--- config.mk ---
export PLATFORM = sky130hd
export DESIGN_NAME = barcode_data_validator_unit_flat
export DESIGN_NICKNAME = d
export VERILOG_FILES = /design/src/hdl/bdv_pkg.sv /design/src/hdl/bdv_if.sv /design/src/hdl/bdv_accum.sv /design/src/hdl/bdv_judge.sv /design/src/hdl/barcode_data_validator_unit.sv /design/src/flat_wrapper.sv
export SDC_FILE = /design/constraint.sdc
export NUM_CORES = 1
export LEC_CHECK = 0
export ABC_AREA = 0
export BUFFER_PORTS_ARGS = -buffer_cell sky130_fd_sc_hd__buf_2
export CELL_PAD_IN_SITES_DETAIL_PLACEMENT = 1
export CELL_PAD_IN_SITES_GLOBAL_PLACEMENT = 2
export CORE_MARGIN = 2
export CORE_UTILIZATION = 38
export DETAILED_ROUTE_END_ITERATION = 6
export PLACE_DENSITY = 0.85
export REMOVE_ABC_BUFFERS = 1
export SLEW_MARGIN = 20
export SYNTH_ARGS = -nofsm -noshare
export SYNTH_HDL_FRONTEND = slang
export SYNTH_HIERARCHICAL = 1
export SYNTH_SLANG_ARGS = --single-unit
--- constraint.sdc ---
create_clock -name clk -period 15.3 [get_ports clk]
set_input_delay 3.06 -clock clk [delete_from_list [all_inputs] [get_ports clk]]
set_output_delay 3.06 -clock clk [all_outputs]
set_load 0.005 [all_outputs]
--- src/hdl/bdv_pkg.sv ---
// bdv_pkg: shared types, constants and character classes for the barcode
// data validator. No dependencies; every other file depends on it.
`timescale 1ns / 1ps

package bdv_pkg;

  // Length counters saturate at MAX_LEN
  localparam int MAX_LEN = 256;
  localparam int LEN_W   = $clog2(MAX_LEN + 1);
  localparam logic [LEN_W-1:0] LEN_MAX = LEN_W'(MAX_LEN);

  // Position sums saturate at their full width
  localparam int SUM_W = 12;
  localparam logic [SUM_W-1:0] SUM_MAX = '1;

  localparam int CHAR_W    = 8;
  localparam int SYM_W     = 4;
  localparam int DIGIT_W   = 4;
  localparam int VERDICT_W = 3;

  // Symbology codes
  localparam logic [SYM_W-1:0] SYM_EAN13   = 4'd0;
  localparam logic [SYM_W-1:0] SYM_JAN13   = 4'd1;
  localparam logic [SYM_W-1:0] SYM_EAN8    = 4'd2;
  localparam logic [SYM_W-1:0] SYM_JAN8    = 4'd3;
  localparam logic [SYM_W-1:0] SYM_UPCA    = 4'd4;
  localparam logic [SYM_W-1:0] SYM_UPCE    = 4'd5;
  localparam logic [SYM_W-1:0] SYM_ITF     = 4'd6;
  localparam logic [SYM_W-1:0] SYM_CODABAR = 4'd7;
  localparam logic [SYM_W-1:0] SYM_CODE39  = 4'd8;

  // Verdict codes
  typedef enum logic [VERDICT_W-1:0] {
    VERDICT_OK         = 3'd0,
    VERDICT_NO_BARCODE = 3'd1,
    VERDICT_FORMAT     = 3'd2,
    VERDICT_TYPE       = 3'd3,
    VERDICT_CHECK      = 3'd4
  } bdv_verdict_t;

  // ASCII codes used by the checks
  localparam logic [CHAR_W-1:0] CHAR_SPACE   = 8'h20;
  localparam logic [CHAR_W-1:0] CHAR_DOLLAR  = 8'h24;
  localparam logic [CHAR_W-1:0] CHAR_PERCENT = 8'h25;
  localparam logic [CHAR_W-1:0] CHAR_PLUS    = 8'h2B;
  localparam logic [CHAR_W-1:0] CHAR_MINUS   = 8'h2D;
  localparam logic [CHAR_W-1:0] CHAR_DOT     = 8'h2E;
  localparam logic [CHAR_W-1:0] CHAR_SLASH   = 8'h2F;
  localparam logic [CHAR_W-1:0] CHAR_ZERO    = 8'h30;
  localparam logic [CHAR_W-1:0] CHAR_NINE    = 8'h39;
  localparam logic [CHAR_W-1:0] CHAR_COLON   = 8'h3A;
  localparam logic [CHAR_W-1:0] CHAR_UPPER_A = 8'h41;
  localparam logic [CHAR_W-1:0] CHAR_UPPER_D = 8'h44;
  localparam logic [CHAR_W-1:0] CHAR_UPPER_Z = 8'h5A;
  localparam logic [CHAR_W-1:0] CHAR_LOWER_A = 8'h61;
  localparam logic [CHAR_W-1:0] CHAR_LOWER_Z = 8'h7A;

  // Running state of one string
  typedef struct packed {
    logic [LEN_W-1:0]   main_length;
    logic [LEN_W-1:0]   addon_length;
    logic               in_addon;
    logic [SUM_W-1:0]   even_sum;
    logic [SUM_W-1:0]   odd_sum;
    logic [DIGIT_W-1:0] last_digit;
    logic [CHAR_W-1:0]  first_char;
    logic [CHAR_W-1:0]  previous_char;
    logic               main_nondigit;
    logic               addon_nondigit;
    logic               interior_bad;
  } bdv_state_t;

  function automatic logic is_digit(input logic [CHAR_W-1:0] c);
    return (c >= CHAR_ZERO) && (c <= CHAR_NINE);
  endfunction

  function automatic logic is_alpha(input logic [CHAR_W-1:0] c);
    return ((c >= CHAR_UPPER_A) && (c <= CHAR_UPPER_Z)) ||
           ((c >= CHAR_LOWER_A) && (c <= CHAR_LOWER_Z));
  endfunction

  function automatic logic is_end_mark(input logic [CHAR_W-1:0] c);
    return (c >= CHAR_UPPER_A) && (c <= CHAR_UPPER_D);
  endfunction

  function automatic logic codabar_inner_ok(input logic [CHAR_W-1:0] c);
    return is_digit(c) || (c == CHAR_MINUS) || (c == CHAR_DOLLAR) ||
           (c == CHAR_COLON) || (c == CHAR_SLASH) || (c == CHAR_PLUS) ||
           (c == CHAR_DOT);
  endfunction

  function automatic logic code39_ok(input logic [CHAR_W-1:0] c);
    return is_digit(c) || is_alpha(c) || (c == CHAR_MINUS) || (c == CHAR_DOT) ||
           (c == CHAR_DOLLAR) || (c == CHAR_SLASH) || (c == CHAR_PLUS) ||
           (c == CHAR_PERCENT) || (c == CHAR_SPACE);
  endfunction

endpackage

--- src/hdl/bdv_if.sv ---
// bdv_if: valid/ready channel interfaces for character words in and
// verdict words out. Depends on bdv_pkg for field widths.
`timescale 1ns / 1ps

interface bdv_char_if;
  logic                       valid;
  logic                       ready;
  logic [bdv_pkg::CHAR_W-1:0] char_byte;
  logic                       no_char;
  logic                       last;

  modport source (output valid, output char_byte, output no_char, output last,
                  input ready);
  modport sink   (input valid, input char_byte, input no_char, input last,
                  output ready);
endinterface

interface bdv_verdict_if;
  logic                          valid;
  logic                          ready;
  logic [bdv_pkg::VERDICT_W-1:0] verdict;

  modport source (output valid, output verdict, input ready);
  modport sink   (input valid, input verdict, output ready);
endinterface

--- src/hdl/bdv_accum.sv ---
// bdv_accum: running lengths, digit sums and character flags of the string
// being received. Depends on bdv_pkg.
`timescale 1ns / 1ps

module bdv_accum (
  input  logic                        clk,
  input  logic                        rst,
  input  logic [bdv_pkg::SYM_W-1:0]   symbology,
  input  logic                        step,
  input  logic [bdv_pkg::CHAR_W-1:0]  char_byte,
  input  logic                        no_char,
  input  logic                        last,
  output bdv_pkg::bdv_state_t         upd
);
  import bdv_pkg::*;

  bdv_state_t          cur;
  bdv_state_t          cur_next;
  logic                ean;
  logic [DIGIT_W-1:0]  digit;
  logic [SUM_W:0]      sum_wide;
  logic [SUM_W-1:0]    sum_sel;

  assign ean   = (symbology <= SYM_UPCE);
  assign digit = DIGIT_W'(char_byte - CHAR_ZERO);

  // digit goes to the sum picked by the parity of its index
  assign sum_sel  = cur.main_length[0] ? cur.odd_sum : cur.even_sum;
  assign sum_wide = {1'b0, sum_sel} + (SUM_W + 1)'(digit);

  // state after taking this word's character
  always_comb begin
    upd = cur;
    if (!no_char) begin
      if (ean && cur.in_addon) begin
        if (cur.addon_length != LEN_MAX) upd.addon_length = cur.addon_length + 1'b1;
        if (!is_digit(char_byte)) upd.addon_nondigit = 1'b1;
      end else if (ean && (char_byte == CHAR_SPACE)) begin
        upd.in_addon = 1'b1;
      end else begin
        // interior checks look at the character before this one
        if ((symbology == SYM_CODABAR) && (cur.main_length >= LEN_W'(2)) &&
            !codabar_inner_ok(cur.previous_char)) upd.interior_bad = 1'b1;
        if ((symbology == SYM_CODE39) && (cur.main_length != '0) &&
            !code39_ok(cur.previous_char)) upd.interior_bad = 1'b1;
        if (cur.main_length == '0) upd.first_char = char_byte;
        if (is_digit(char_byte)) begin
          if (cur.main_length[0]) begin
            upd.odd_sum = (sum_wide > {1'b0, SUM_MAX}) ? SUM_MAX : sum_wide[SUM_W-1:0];
          end else begin
            upd.even_sum = (sum_wide > {1'b0, SUM_MAX}) ? SUM_MAX : sum_wide[SUM_W-1:0];
          end
          upd.last_digit = digit;
        end else begin
          upd.main_nondigit = 1'b1;
        end
        upd.previous_char = char_byte;
        if (cur.main_length != LEN_MAX) upd.main_length = cur.main_length + 1'b1;
      end
    end
  end

  // a string's end returns the state to its cleared form
  always_comb begin
    cur_next = cur;
    if (step) begin
      cur_next = last ? '0 : upd;
    end
  end

  always_ff @(posedge clk) begin
    if (rst) begin
      cur <= '0;
    end else begin
      cur <= cur_next;
    end
  end

endmodule

--- src/hdl/bdv_judge.sv ---
// bdv_judge: verdict of a finished string, including the mod-10 check digit.
// Depends on bdv_pkg.
`timescale 1ns / 1ps

module bdv_judge (
  input  logic [bdv_pkg::SYM_W-1:0] symbology,
  input  bdv_pkg::bdv_state_t       snap,
  output bdv_pkg::bdv_verdict_t     verdict
);
  import bdv_pkg::*;

  localparam int TOT_W = SUM_W + 2;
  localparam int RCP_W = 13;
  localparam int PRD_W = TOT_W + RCP_W;
  // floor(2^16 / 10), slightly low so the quotient is never too large
  localparam logic [RCP_W-1:0] RECIP_10 = 13'd6553;
  localparam int RCP_SHIFT = 16;

  logic [LEN_W-1:0]    n;
  logic [SUM_W-1:0]    w3;
  logic [SUM_W-1:0]    w1_raw;
  logic [SUM_W-1:0]    w1;
  logic [TOT_W-1:0]    total;
  logic [PRD_W-1:0]    prod;
  logic [TOT_W-1:0]    quot;
  logic [TOT_W-1:0]    rem_raw;
  logic [TOT_W-1:0]    rem_fix;
  logic [DIGIT_W-1:0]  calc;
  logic                cd_ok;
  logic                ean;

  assign n   = snap.main_length;
  assign ean = (symbology <= SYM_UPCE);

  // weight 3 falls on the sum whose parity matches the length
  assign w3     = n[0] ? snap.odd_sum : snap.even_sum;
  assign w1_raw = n[0] ? snap.even_sum : snap.odd_sum;
  assign w1     = (w1_raw >= SUM_W'(snap.last_digit)) ?
                  w1_raw - SUM_W'(snap.last_digit) : '0;
  assign total  = TOT_W'(w3) * TOT_W'(3) + TOT_W'(w1);

  // total mod 10 by reciprocal, then one correction
  assign prod    = PRD_W'(total) * PRD_W'(RECIP_10);
  assign quot    = TOT_W'(prod >> RCP_SHIFT);
  assign rem_raw = total - quot * TOT_W'(10);
  assign rem_fix = (rem_raw >= TOT_W'(10)) ? rem_raw - TOT_W'(10) : rem_raw;
  assign calc    = (rem_fix == '0) ? '0 : DIGIT_W'(TOT_W'(10) - rem_fix);
  assign cd_ok   = (calc == snap.last_digit);

  // checks in their order of precedence
  always_comb begin
    verdict = VERDICT_OK;
    priority if (n == '0) begin
      verdict = VERDICT_NO_BARCODE;
    end else if (ean && (snap.addon_length != '0) &&
                 (snap.addon_length != LEN_W'(2)) && (snap.addon_length != LEN_W'(5))) begin
      verdict = VERDICT_FORMAT;
    end else if (ean && (snap.addon_length != '0) && snap.addon_nondigit) begin
      verdict = VERDICT_TYPE;
    end else if (ean && snap.main_nondigit) begin
      verdict = VERDICT_TYPE;
    end else begin
      unique case (symbology)
        SYM_EAN13, SYM_JAN13: begin
          if ((n != LEN_W'(12)) && (n != LEN_W'(13))) verdict = VERDICT_FORMAT;
          else if ((n == LEN_W'(13)) && !cd_ok) verdict = VERDICT_CHECK;
        end
        SYM_EAN8, SYM_JAN8: begin
          if ((n != LEN_W'(7)) && (n != LEN_W'(8))) verdict = VERDICT_TYPE;
          else if ((n == LEN_W'(8)) && !cd_ok) verdict = VERDICT_CHECK;
        end
        SYM_UPCA: begin
          if ((n != LEN_W'(11)) && (n != LEN_W'(12))) verdict = VERDICT_TYPE;
          else if ((n == LEN_W'(12)) && !cd_ok) verdict = VERDICT_CHECK;
        end
        SYM_UPCE: begin
          if ((n != LEN_W'(6)) && (n != LEN_W'(7))) verdict = VERDICT_TYPE;
        end
        SYM_ITF: begin
          if (snap.main_nondigit) verdict = VERDICT_TYPE;
        end
        SYM_CODABAR: begin
          if (!is_end_mark(snap.first_char) || !is_end_mark(snap.previous_char) ||
              snap.interior_bad) verdict = VERDICT_TYPE;
        end
        SYM_CODE39: begin
          if (snap.interior_bad) verdict = VERDICT_TYPE;
        end
        default: begin
          verdict = VERDICT_OK;
        end
      endcase
    end
  end

endmodule

--- src/hdl/barcode_data_validator_unit.sv ---
// barcode_data_validator_unit: top level of the barcode data validator.
// Depends on bdv_pkg, bdv_if, bdv_accum and bdv_judge.
//
//   channel    | dir | handshake     | word
//   -----------+-----+---------------+-------------------------------
//   chars      | in  | valid/ready   | char_byte[7:0], no_char, last
//   verdicts   | out | valid/ready   | verdict[2:0]
//   cfg        | in  | cfg_we        | cfg_wdata[3:0] (symbology)
//
// One character word is taken per cycle while chars.ready is high. Each word
// is registered, then folds into the running state. A last word's state is
// captured into the capture register and then judged into the output register.
// Up to three verdicts can be queued (input, capture and output registers)
// before chars.ready falls. Synchronous reset clears all valids and the
// running state and sets the symbology to EAN13.
`timescale 1ns / 1ps

module barcode_data_validator_unit (
  input  logic                      clk,
  input  logic                      rst,
  input  logic                      cfg_we,
  input  logic [bdv_pkg::SYM_W-1:0] cfg_wdata,
  bdv_char_if.sink                  chars,
  bdv_verdict_if.source             verdicts
);
  import bdv_pkg::*;

  logic [SYM_W-1:0]  symbology;

  logic              ireg_valid;
  logic [CHAR_W-1:0] ireg_char;
  logic              ireg_no_char;
  logic              ireg_last;

  logic              snap_valid;
  bdv_state_t        snap;
  bdv_state_t        upd;

  logic              out_valid;
  bdv_verdict_t      out_verdict;
  bdv_verdict_t      judged;

  logic              out_free;
  logic              snap_fire;
  logic              snap_free;
  logic              ireg_fire;
  logic              in_fire;

  // flow control between the three stages
  assign out_free  = !out_valid || verdicts.ready;
  assign snap_fire = snap_valid && out_free;
  assign snap_free = !snap_valid || out_free;
  assign ireg_fire = ireg_valid && (!ireg_last || snap_free);
  assign chars.ready = !ireg_valid || ireg_fire;
  assign in_fire   = chars.valid && chars.ready;

  assign verdicts.valid   = out_valid;
  assign verdicts.verdict = out_verdict;

  // symbology register
  always_ff @(posedge clk) begin
    if (rst) begin
      symbology <= SYM_EAN13;
    end else if (cfg_we) begin
      symbology <= cfg_wdata;
    end
  end

  // input register
  always_ff @(posedge clk) begin
    if (rst) begin
      ireg_valid <= 1'b0;
    end else if (in_fire) begin
      ireg_valid <= 1'b1;
    end else if (ireg_fire) begin
      ireg_valid <= 1'b0;
    end
  end

  always_ff @(posedge clk) begin
    if (in_fire) begin
      ireg_char    <= chars.char_byte;
      ireg_no_char <= chars.no_char;
      ireg_last    <= chars.last;
    end
  end

  // running state
  bdv_accum u_accum (
    .clk       (clk),
    .rst       (rst),
    .symbology (symbology),
    .step      (ireg_fire),
    .char_byte (ireg_char),
    .no_char   (ireg_no_char),
    .last      (ireg_last),
    .upd       (upd)
  );

  // capture of a finished string's state
  always_ff @(posedge clk) begin
    if (rst) begin
      snap_valid <= 1'b0;
    end else if (ireg_fire && ireg_last) begin
      snap_valid <= 1'b1;
    end else if (snap_fire) begin
      snap_valid <= 1'b0;
    end
  end

  always_ff @(posedge clk) begin
    if (ireg_fire && ireg_last) begin
      snap <= upd;
    end
  end

  bdv_judge u_judge (
    .symbology (symbology),
    .snap      (snap),
    .verdict   (judged)
  );

  // output register
  always_ff @(posedge clk) begin
    if (rst) begin
      out_valid <= 1'b0;
    end else if (snap_fire) begin
      out_valid <= 1'b1;
    end else if (verdicts.ready) begin
      out_valid <= 1'b0;
    end
  end

  always_ff @(posedge clk) begin
    if (snap_fire) begin
      out_verdict <= judged;
    end
  end

endmodule

--- src/flat_wrapper.sv ---
// flat-port wrapper written by rule: the top's interface ports become plain ports
module barcode_data_validator_unit_flat import bdv_pkg::*;
  (clk, rst, cfg_we, cfg_wdata, chars_valid, chars_char_byte, chars_no_char, chars_last, chars_ready, verdicts_valid, verdicts_verdict, verdicts_ready);
  bdv_char_if chars_i ();
  bdv_verdict_if verdicts_i ();
  input  logic clk;
  input  logic rst;
  input  logic cfg_we;
  input  logic [bdv_pkg::SYM_W-1:0] cfg_wdata;
  input wire logic [$bits(chars_i.valid)-1:0] chars_valid;
  input wire logic [$bits(chars_i.char_byte)-1:0] chars_char_byte;
  input wire logic [$bits(chars_i.no_char)-1:0] chars_no_char;
  input wire logic [$bits(chars_i.last)-1:0] chars_last;
  output wire logic [$bits(chars_i.ready)-1:0] chars_ready;
  output wire logic [$bits(verdicts_i.valid)-1:0] verdicts_valid;
  output wire logic [$bits(verdicts_i.verdict)-1:0] verdicts_verdict;
  input wire logic [$bits(verdicts_i.ready)-1:0] verdicts_ready;
  assign chars_i.valid = chars_valid;
  assign chars_i.char_byte = chars_char_byte;
  assign chars_i.no_char = chars_no_char;
  assign chars_i.last = chars_last;
  assign chars_ready = chars_i.ready;
  assign verdicts_valid = verdicts_i.valid;
  assign verdicts_verdict = verdicts_i.verdict;
  assign verdicts_i.ready = verdicts_ready;
  barcode_data_validator_unit u_core (.clk(clk), .rst(rst), .cfg_we(cfg_we), .cfg_wdata(cfg_wdata), .chars(chars_i), .verdicts(verdicts_i));
endmodule
Word-level counts from Yosys, hierarchy flattened
Index checks and enable logic that the tools add are counted.

storage, ports and cells
  register bits = 151
  input port bits = 19
  output and inout port bits = 5
  logic and storage cells = 212

operators by class
  add/sub/neg operators = 9
  multipliers = 3
  $lt $le $gt $ge = 17
  eq/ne operators = 33
  multiplexer cells = 48
  reductions and logical operators = 72

operators by type and width
  kind                                                                                 number
  66-bit two-way mux                                                                   2
  12-bit two-way mux                                                                   7
  8-bit by 6-bit == test with 1-bit output, second input constant                      9
  46-bit two-way mux                                                                   1
  45-bit two-way mux                                                                   1
  9-bit two-way mux                                                                    5
  9-bit by 4-bit != test with 1-bit output, second input constant                      4
  8-bit by 7-bit greater-or-equal comparator with 1-bit output, second input constant  4
  8-bit by 7-bit less-or-equal comparator with 1-bit output, second input constant     4
  1-bit logical AND                                                                    28
  28-bit two-way mux                                                                   1
  9-bit by 4-bit == test with 1-bit output, second input constant                      3
  14-bit by 13-bit multiplier with 27-bit output, second input constant                1
  9-bit by 3-bit != test with 1-bit output, second input constant                      3
  1-bit logical OR                                                                     21
  3-bit one-hot mux with 7 select lines                                                1
  9-bit by 1-bit adder with 9-bit output, second input constant                        2
  9-bit logical NOT                                                                    2
  3-bit two-way mux                                                                    6
  9-bit != test, second input constant                                                 2
  9-bit nonzero test                                                                   2
  4-bit by 3-bit == test with 1-bit output, second input constant                      4
  8-bit by 6-bit greater-or-equal comparator with 1-bit output, second input constant  2
  8-bit by 6-bit less-or-equal comparator with 1-bit output, second input constant     2
  33 further kinds                                                                     65

Depth between registers and ports, before layout
Gate-level depths: netlist (run 1).

  depth in word-level cells = 20
  gate-level depth with buffers = 70
  depth with buffers taken out = 66

Cells and area by module
The synthesis (run 1) kept the hierarchy.

by module, submodules not included
  module                       times used  cells an instance  area each (sq um)  sequential area each (sq um)
  bdv_judge                    1           756                6,307.3            0.0
  bdv_accum                    1           543                4,349.2            1,321.3
  barcode_data_validator_unit  1           110                2,685.1            2,512.4

Worst setup path after synthesis (run 1)
OpenSTA, ideal clock, no wires.

  path kind = register to register
  from = register u_core/snap[57] (netlist name)
  to = register u_core.out_verdict[2] (netlist: u_core/verdicts.verdict[2]) (data pin)
  library setup time = 0.272 ns
  data arrival time = 14.125 ns
  data required time = 15.028 ns
  setup slack = 0.903 ns
  stages on the path, launching flop included = 64
  buffers on the path = 4
  period minus slack after synthesis = 14.397 ns
  cell sequence = edfxtp_1 > clkbuf_1 > buf_1 > clkbuf_1 > mux2_2 > ha_1 > nor2b_1 > o21ai_0 > nand2b_1 > or3_1 > clkbuf_1 > nor2_1 > nor3_1 > fa_1 > ha_1 > a21o_1 > a21oi_1 > o21bai_1 > [28 not listed] > o21bai_1 > a21oi_1 > xor2_1 > ha_1 > nor2b_1 > a21oi_1 > o31ai_1 > a211oi_1 > nand2_1 > or4_1 > or4_4 > nand2_4 > xnor2_1 > ha_1 > nor2_1 > mux2_2 > a211oi_2 > a41oi_2

between the ends
  longest elaborated chain between the ends = 17
  elaborated cells on any way between the ends = 41
  classes of those cells = add/sub: 5; mul: 3; order compare: 2; eq/ne: 9; mux: 12; reduce/logical: 10

RTL lines
  what                                                                                     RTL line                            source
  branches (longest 17 deep; another with 14-bit by 13-bit multiplier with 27-bit output)  -
  end signal: assignment                                                                   barcode_data_validator_unit.sv:136  out_verdict <= judged;
  end: declaration                                                                         barcode_data_validator_unit.sv:40   bdv_verdict_t out_verdict;

Parallel ways; which one is timed is not known.
A chain may end at the register's enable or synchronous reset.

Worst setup path in the final report (run 1)
  from = register u_core/snap[57] (netlist name)
  to = register u_core.out_verdict[2] (netlist: u_core/verdicts.verdict[2]) (data pin)

between the ends
  longest elaborated chain between the ends = 17
  elaborated cells on any way between the ends = 41
  classes of those cells = add/sub: 5; mul: 3; order compare: 2; eq/ne: 9; mux: 12; reduce/logical: 10

RTL lines
  what
  branches (longest 17 deep; another with 14-bit by 13-bit multiplier with 27-bit output)

Parallel ways; which one is timed is not known.

==> results of run 1 <==
-- placed cells by master (no fill, tap or decap), drive strengths merged, types with 12 or more instances in the layout --
cell type / n
inv: 161
ha: 152
nand2: 100
a21oi: 87
edfxtp: 78
nor2: 77
dfxtp: 73
fa: 63
o21ai: 57
buf: 45
xnor2: 41
mux2i: 36
mux2: 34
a31oi: 30
nor3: 30
nand3: 28
xor2: 27
a22o: 25
a21o: 23
nor2b: 20
clkbuf: 19
o21a: 16
a211oi: 15
nand2b: 14
and2: 14
nor4: 13
nand4: 12
-- path summary, 6_finish.rpt --
path                                end  slack [ps]
max          u_core/verdicts.verdict[2]        1030
min              u_core/u_accum/cur[13]         480
max reg2reg  u_core/verdicts.verdict[2]        1030
min reg2reg      u_core/u_accum/cur[13]         480
-- state kept, by name (all words and copies together) (netlist names) --
| signal | count |
|---|---|
| u_core/u_accum/cur | 66 |
| u_core/snap | 65 |
| u_core/ireg_char | 8 |
| u_core/symbology | 4 |
| u_core/verdicts.verdict | 3 |
| u_core/ireg_last | 1 |
| u_core/ireg_no_char | 1 |
| u_core/ireg_valid | 1 |
| u_core/snap_valid | 1 |
| u_core/verdicts.valid | 1 |
-- routing by layer --
layer  track usage  share of wire  up-vias
li1              -              -     5124
met1         0.247           0.46     5258
met2         0.351           0.50      126
met3        0.0204          0.023       42
met4        0.0660          0.019        0
met5             0              0        -
-- stage by stage --
stage / hold WS (ps) / instances / area, µm²
6_report: 481 / 1897 / 14600
5_1_grt: 501 / 1897 / 14600
4_1_cts: 477 / 1894 / 14600
3_5_place_dp: 464 / 1862 / 14000
3_3_place_gp: 458 / 1862 / 14000
2_1_floorplan: 439 / 1365 / 13100
-- worst register-to-register path: cells and delay by family (launching register included) --
kind	cells	cell delay (ps)
xor gates and xnor gates	5	740
and+or+nand+nor	15	3430
muxes	1	370
adders and majority gates	12	4570
DFF	1	470
AOI/OAI and AO/OA	23	4040
buffers and inverters	4	450
-- final cells by class --
| cell class | instances | area [µm²] |
|---|---|---|
| timing repair buffer | 45 | 280 |
| fill | 3968 | 19900 |
| inverter | 154 | 578 |
| clock buffer | 19 | 464 |
| clock inverter | 13 | 156 |
| sequential | 151 | 3800 |
| multi-input combinational | 1060 | 8800 |
| tap | 455 | 569 |
-- what timing repair did --
item	CTS	global route
setup endpoints to repair	0	1
buffers inserted	0	3
hold buffers	0	0
resized for setup	0	8
==> impl_metrics.py, run 1 <==
metrics = {
    "timing": {
        "min_period_ps": 14270,
        "slew_violations": 0,
        "max_freq_ghz": 0.0701,
        "finalHoldViolations": 0,
        "maxSlewHeadroom": 0.324,
        "layout_setup_ws_ps": 1030,
        "fin_tns_setup_ps": 0,
        "tightest_slew_ps": 1010,
        "period_share": 0.932,
        "clock_skew_ps": 7.22,
        "finalSetupViolations": 0,
    },
    "global_routing": {
        "grt_first_pass_wirelength_um": 57400,
        "grt_start_max_net_pins": 66,
        "track_usage": 0.197,
        "grt_pass1_vias": 11100,
        "grt-ovfl-total": 0,
        "antenna_found_initial": 0,
    },
    "clock_network": {
        "cts.clk_slew.worst_paths_ps": 70,
        "clock-sinks": 151,
        "cts_tree": "built",
        "clockBufferDepth": 2,
        "htree_levels": 4,
        "clk_latency_ps": 430,
        "root_buffer": "clkbuf_16",
        "cts_buffers": 17,
    },
    "floorplanning": {
        "start_util": 0.385,
        "coreArea_mm2": 0.0345,
        "die_area_mm2": 0.0365,
        "die_width_um": 191,
        "die_h_um": 191,
        "num_io_pins": 24,
        "num_rows": 68,
    },
    "detailed_routing": {
        "drc": 0,
        "first_pass_iters": 5,
        "routed_via_density": 5.56,
        "wl_per_cell_um": 18.4,
        "vias": 10600,
        "drt_wl_total_um": 35000,
        "initialDrtViolationCount": 459,
        "postRouteAntennaNets": 0,
    },
    "worst_setup_path": {
        "cp_top_family": "adder cells",
        "cp_slowest_stage_delay_ps": 570,
        "path_common_cell": "a21oi_1",
        "critPathCaptureType": "register",
        "r2r_cells": 60,
        "critPathBufInv": 4,
        "crit_type": "reg -> reg",
        "worstPathRequired_ps": 15570,
        "crit_fanout": 8,
        "worst-path-stages": 60,
        "cp-start-kind": "register",
        "crit_path_start": "u_core/snap[57]",
        "crit_arrival_ps": 14540,
        "slowest_stage": "or4_4",
        "r2r_start": "u_core/snap[57]",
    },
    "logic_synthesis": {
        "yosys_warnings": 6,
        "syn_inst": 1408,
        "synth_area_mm2": 0.0133,
        "synth.avg_cell_area_um2": 9.45,
    },
    "layout": {
        "fin_util": 0.424,
        "num_antenna_cells": 0,
        "area_growth_pct": 10.0,
        "nNetsFinal": 1663,
        "drive_gt1_frac": 0.109,
    },
    "worst_hold_path": {
        "hp-class": "reg -> reg",
        "hp-start": "u_core/u_accum/cur[13]",
        "hold_depth": 1,
    },
    "outcome": {
        "outcome": "complete, no violations",
    },
    "placement": {
        "dp_hpwl_um": 27400,
        "place_ws_ps": 532,
        "gp_congestion": 0.806,
        "port_buffers": 23,
    },
    "job": {
        "maxCapViolCount": 0,
    },
}
Power of run 1 is not shown: default switching activity piles up to over one toggle a cycle in this logic, so the estimate is an artifact.
==> inputs of run 2 (changes only) <==
--- a/config.mk
+++ b/config.mk
@@ -5,16 +5,14 @@
 export SDC_FILE = /design/constraint.sdc
 export NUM_CORES = 1
 export LEC_CHECK = 0
-export ABC_AREA = 0
+export ABC_AREA = 1
 export BUFFER_PORTS_ARGS = -buffer_cell sky130_fd_sc_hd__buf_2
 export CELL_PAD_IN_SITES_DETAIL_PLACEMENT = 1
 export CELL_PAD_IN_SITES_GLOBAL_PLACEMENT = 2
-export CORE_MARGIN = 2
-export CORE_UTILIZATION = 38
+export CORE_UTILIZATION = 35
 export DETAILED_ROUTE_END_ITERATION = 6
 export PLACE_DENSITY = 0.85
 export REMOVE_ABC_BUFFERS = 1
-export SLEW_MARGIN = 20
 export SYNTH_ARGS = -nofsm -noshare
 export SYNTH_HDL_FRONTEND = slang
 export SYNTH_HIERARCHICAL = 1
==> run 2 against run 1 <==
Final cell count increased by 26%. Via count rose by 12%. Design area grew 2.7%. Synthesized area is 3.7% higher. Register-to-register slack improved by 460 ps. Clock skew is 3.5 ps higher. Clock-buffer cell count up 5. Critical path type unchanged.
==> impl_metrics.py, run 2 <==
metrics = {
    "worst_setup_path": {
        "crit_type": "reg -> reg",
        "cp-start-kind": "register",
        "path_common_cell": "nand2_1",
        "cp_slowest_stage_delay_ps": 650,
        "worst-path-stages": 70,
        "r2r_cells": 70,
        "crit_arrival_ps": 14000,
        "cp_top_family": "adder cells",
        "worstPathRequired_ps": 15490,
        "crit_fanout": 18,
        "critPathCaptureType": "register",
        "critPathBufInv": 12,
        "slowest_stage": "edfxtp_1",
    },
    "floorplanning": {
        "die_area_mm2": 0.0402,
        "coreArea_mm2": 0.0387,
        "num_rows": 72,
        "start_util": 0.356,
        "die_width_um": 201,
        "num_io_pins": 24,
        "die_h_um": 201,
    },
    "timing": {
        "period_share": 0.903,
        "rsz0062_at_grt": "false",
        "fin_tns_setup_ps": 0,
        "max_freq_ghz": 0.0724,
        "clock_skew_ps": 10.7,
        "maxSlewHeadroom": 0.266,
        "tightest_slew_ps": 1100,
        "finalSetupViolations": 0,
        "slew_violations": 0,
        "min_period_ps": 13810,
        "finalHoldViolations": 0,
    },
    "detailed_routing": {
        "initialDrtViolationCount": 360,
        "wl_per_cell_um": 15.5,
        "first_pass_iters": 5,
        "drt_wl_total_um": 37100,
        "postRouteAntennaNets": 0,
        "routed_via_density": 4.95,
        "vias": 11800,
        "drc": 0,
    },
    "outcome": {
        "outcome": "complete, no violations",
    },
    "logic_synthesis": {
        "syn_inst": 1843,
        "yosys_warnings": 6,
        "synth_area_mm2": 0.0138,
        "synth.avg_cell_area_um2": 7.49,
    },
    "clock_network": {
        "clockBufferDepth": 2,
        "clk_latency_ps": 440,
        "cts_hold_buf": 0,
        "cts_buffers": 17,
        "clock-sinks": 151,
        "htree_levels": 4,
        "cts_tree": "built",
        "cts.clk_slew.worst_paths_ps": 60,
        "root_buffer": "clkbuf_16",
    },
    "worst_hold_path": {
        "hp-class": "reg -> reg",
        "hold_depth": 2,
    },
    "layout": {
        "largest_reg_flops": 66,
        "area_growth_pct": 9.02,
        "top_register": "u_core/u_accum/cur",
        "most-common-layout-cells": "474 x nand2_1, 316 x inv_1, 152 x ha_1",
        "num_antenna_cells": 0,
        "layout_commonest_cell": "nand2_1",
        "nNetsFinal": 2091,
        "reg_top3": "u_core/u_accum/cur: 66 flops, u_core/snap: 65 flops, u_core/ireg_char: 8 flops",
        "drive_gt1_frac": 0.0727,
    },
    "global_routing": {
        "grt_first_pass_wirelength_um": 62300,
        "antenna_found_initial": 0,
        "grt_start_max_net_pins": 68,
        "grt_pass1_vias": 12500,
        "grt-ovfl-total": 0,
        "track_usage": 0.189,
    },
    "placement": {
        "port_buffers": 23,
        "gp_congestion": 0.841,
        "dp_hpwl_um": 29400,
    },
    "job": {
        "maxCapViolCount": 0,
    },
}
## run 2: cell types whose count changed in the layout (fill, tap and decap cells not counted), moves of 25 or more
cell     delta
nand3_1    +85
a22o_1     -25
mux2i_1    -32
inv_1     +162
mux2_2     -34
a21oi_1    +28
nand2_1   +375
## run 2: worst reg2reg max path: cells and delay by family (launching register included)
family	cells	cell delay (ps)
AOI/OAI and AO/OA	12	2000
xor gates and xnor gates	4	640
adders and majority gates	14	5680
buffers and inverters	12	1250
DFF	1	650
and+or+nand+nor	28	3320
## run 2: what timing repair did
item / in CTS / in global routing
resized for setup: 0 / 0
endpoints found under the setup margin: 0 / 1
setup buffers: 0 / 1
## run 2: worst paths after layout
path                     startpoint                    endpoint  slack (ps)
max                 u_core/snap[57]  u_core/verdicts.verdict[2]        1490
min          u_core/u_accum/cur[11]      u_core/u_accum/cur[11]         460
max reg2reg         u_core/snap[57]  u_core/verdicts.verdict[2]        1490
min reg2reg  u_core/u_accum/cur[11]      u_core/u_accum/cur[11]         460
## run 2: final cells by class
type	count	area, µm²
inverters	333	1250
fillers	4821	23700
multi-input cells	1324	8570
flip-flops and latches	151	3800
well taps	518	648
repair buffers	30	171
clock inverters	8	83.8
clock buffers	24	514
## run 2: per-stage QoR
stage | util | cells | area (µm²) | worst slack (ps) | hold WS (ps)
after floorplan | - | 1808 | 13600 | 3130 | 436
after global placement | 0.373 | 2355 | 14400 | 1590 | 449
after detailed placement | 0.373 | 2355 | 14400 | 1210 | 453
after CTS | 0.388 | 2387 | 15000 | 1160 | 465
after global routing | 0.388 | 2388 | 15000 | 184 | 483
final | 0.388 | 2388 | 15000 | 1490 | 461
## run 2: layer usage
layer / global-route usage / share of wire / vias up
met5: 0 / 0 / -
met4: 0.0537 / 0.016 / 0
met3: 0.0175 / 0.016 / 39
met2: 0.348 / 0.50 / 98
met1: 0.234 / 0.46 / 5719
li1: - / - / 5953
Power of run 2 is left out for the same reason.
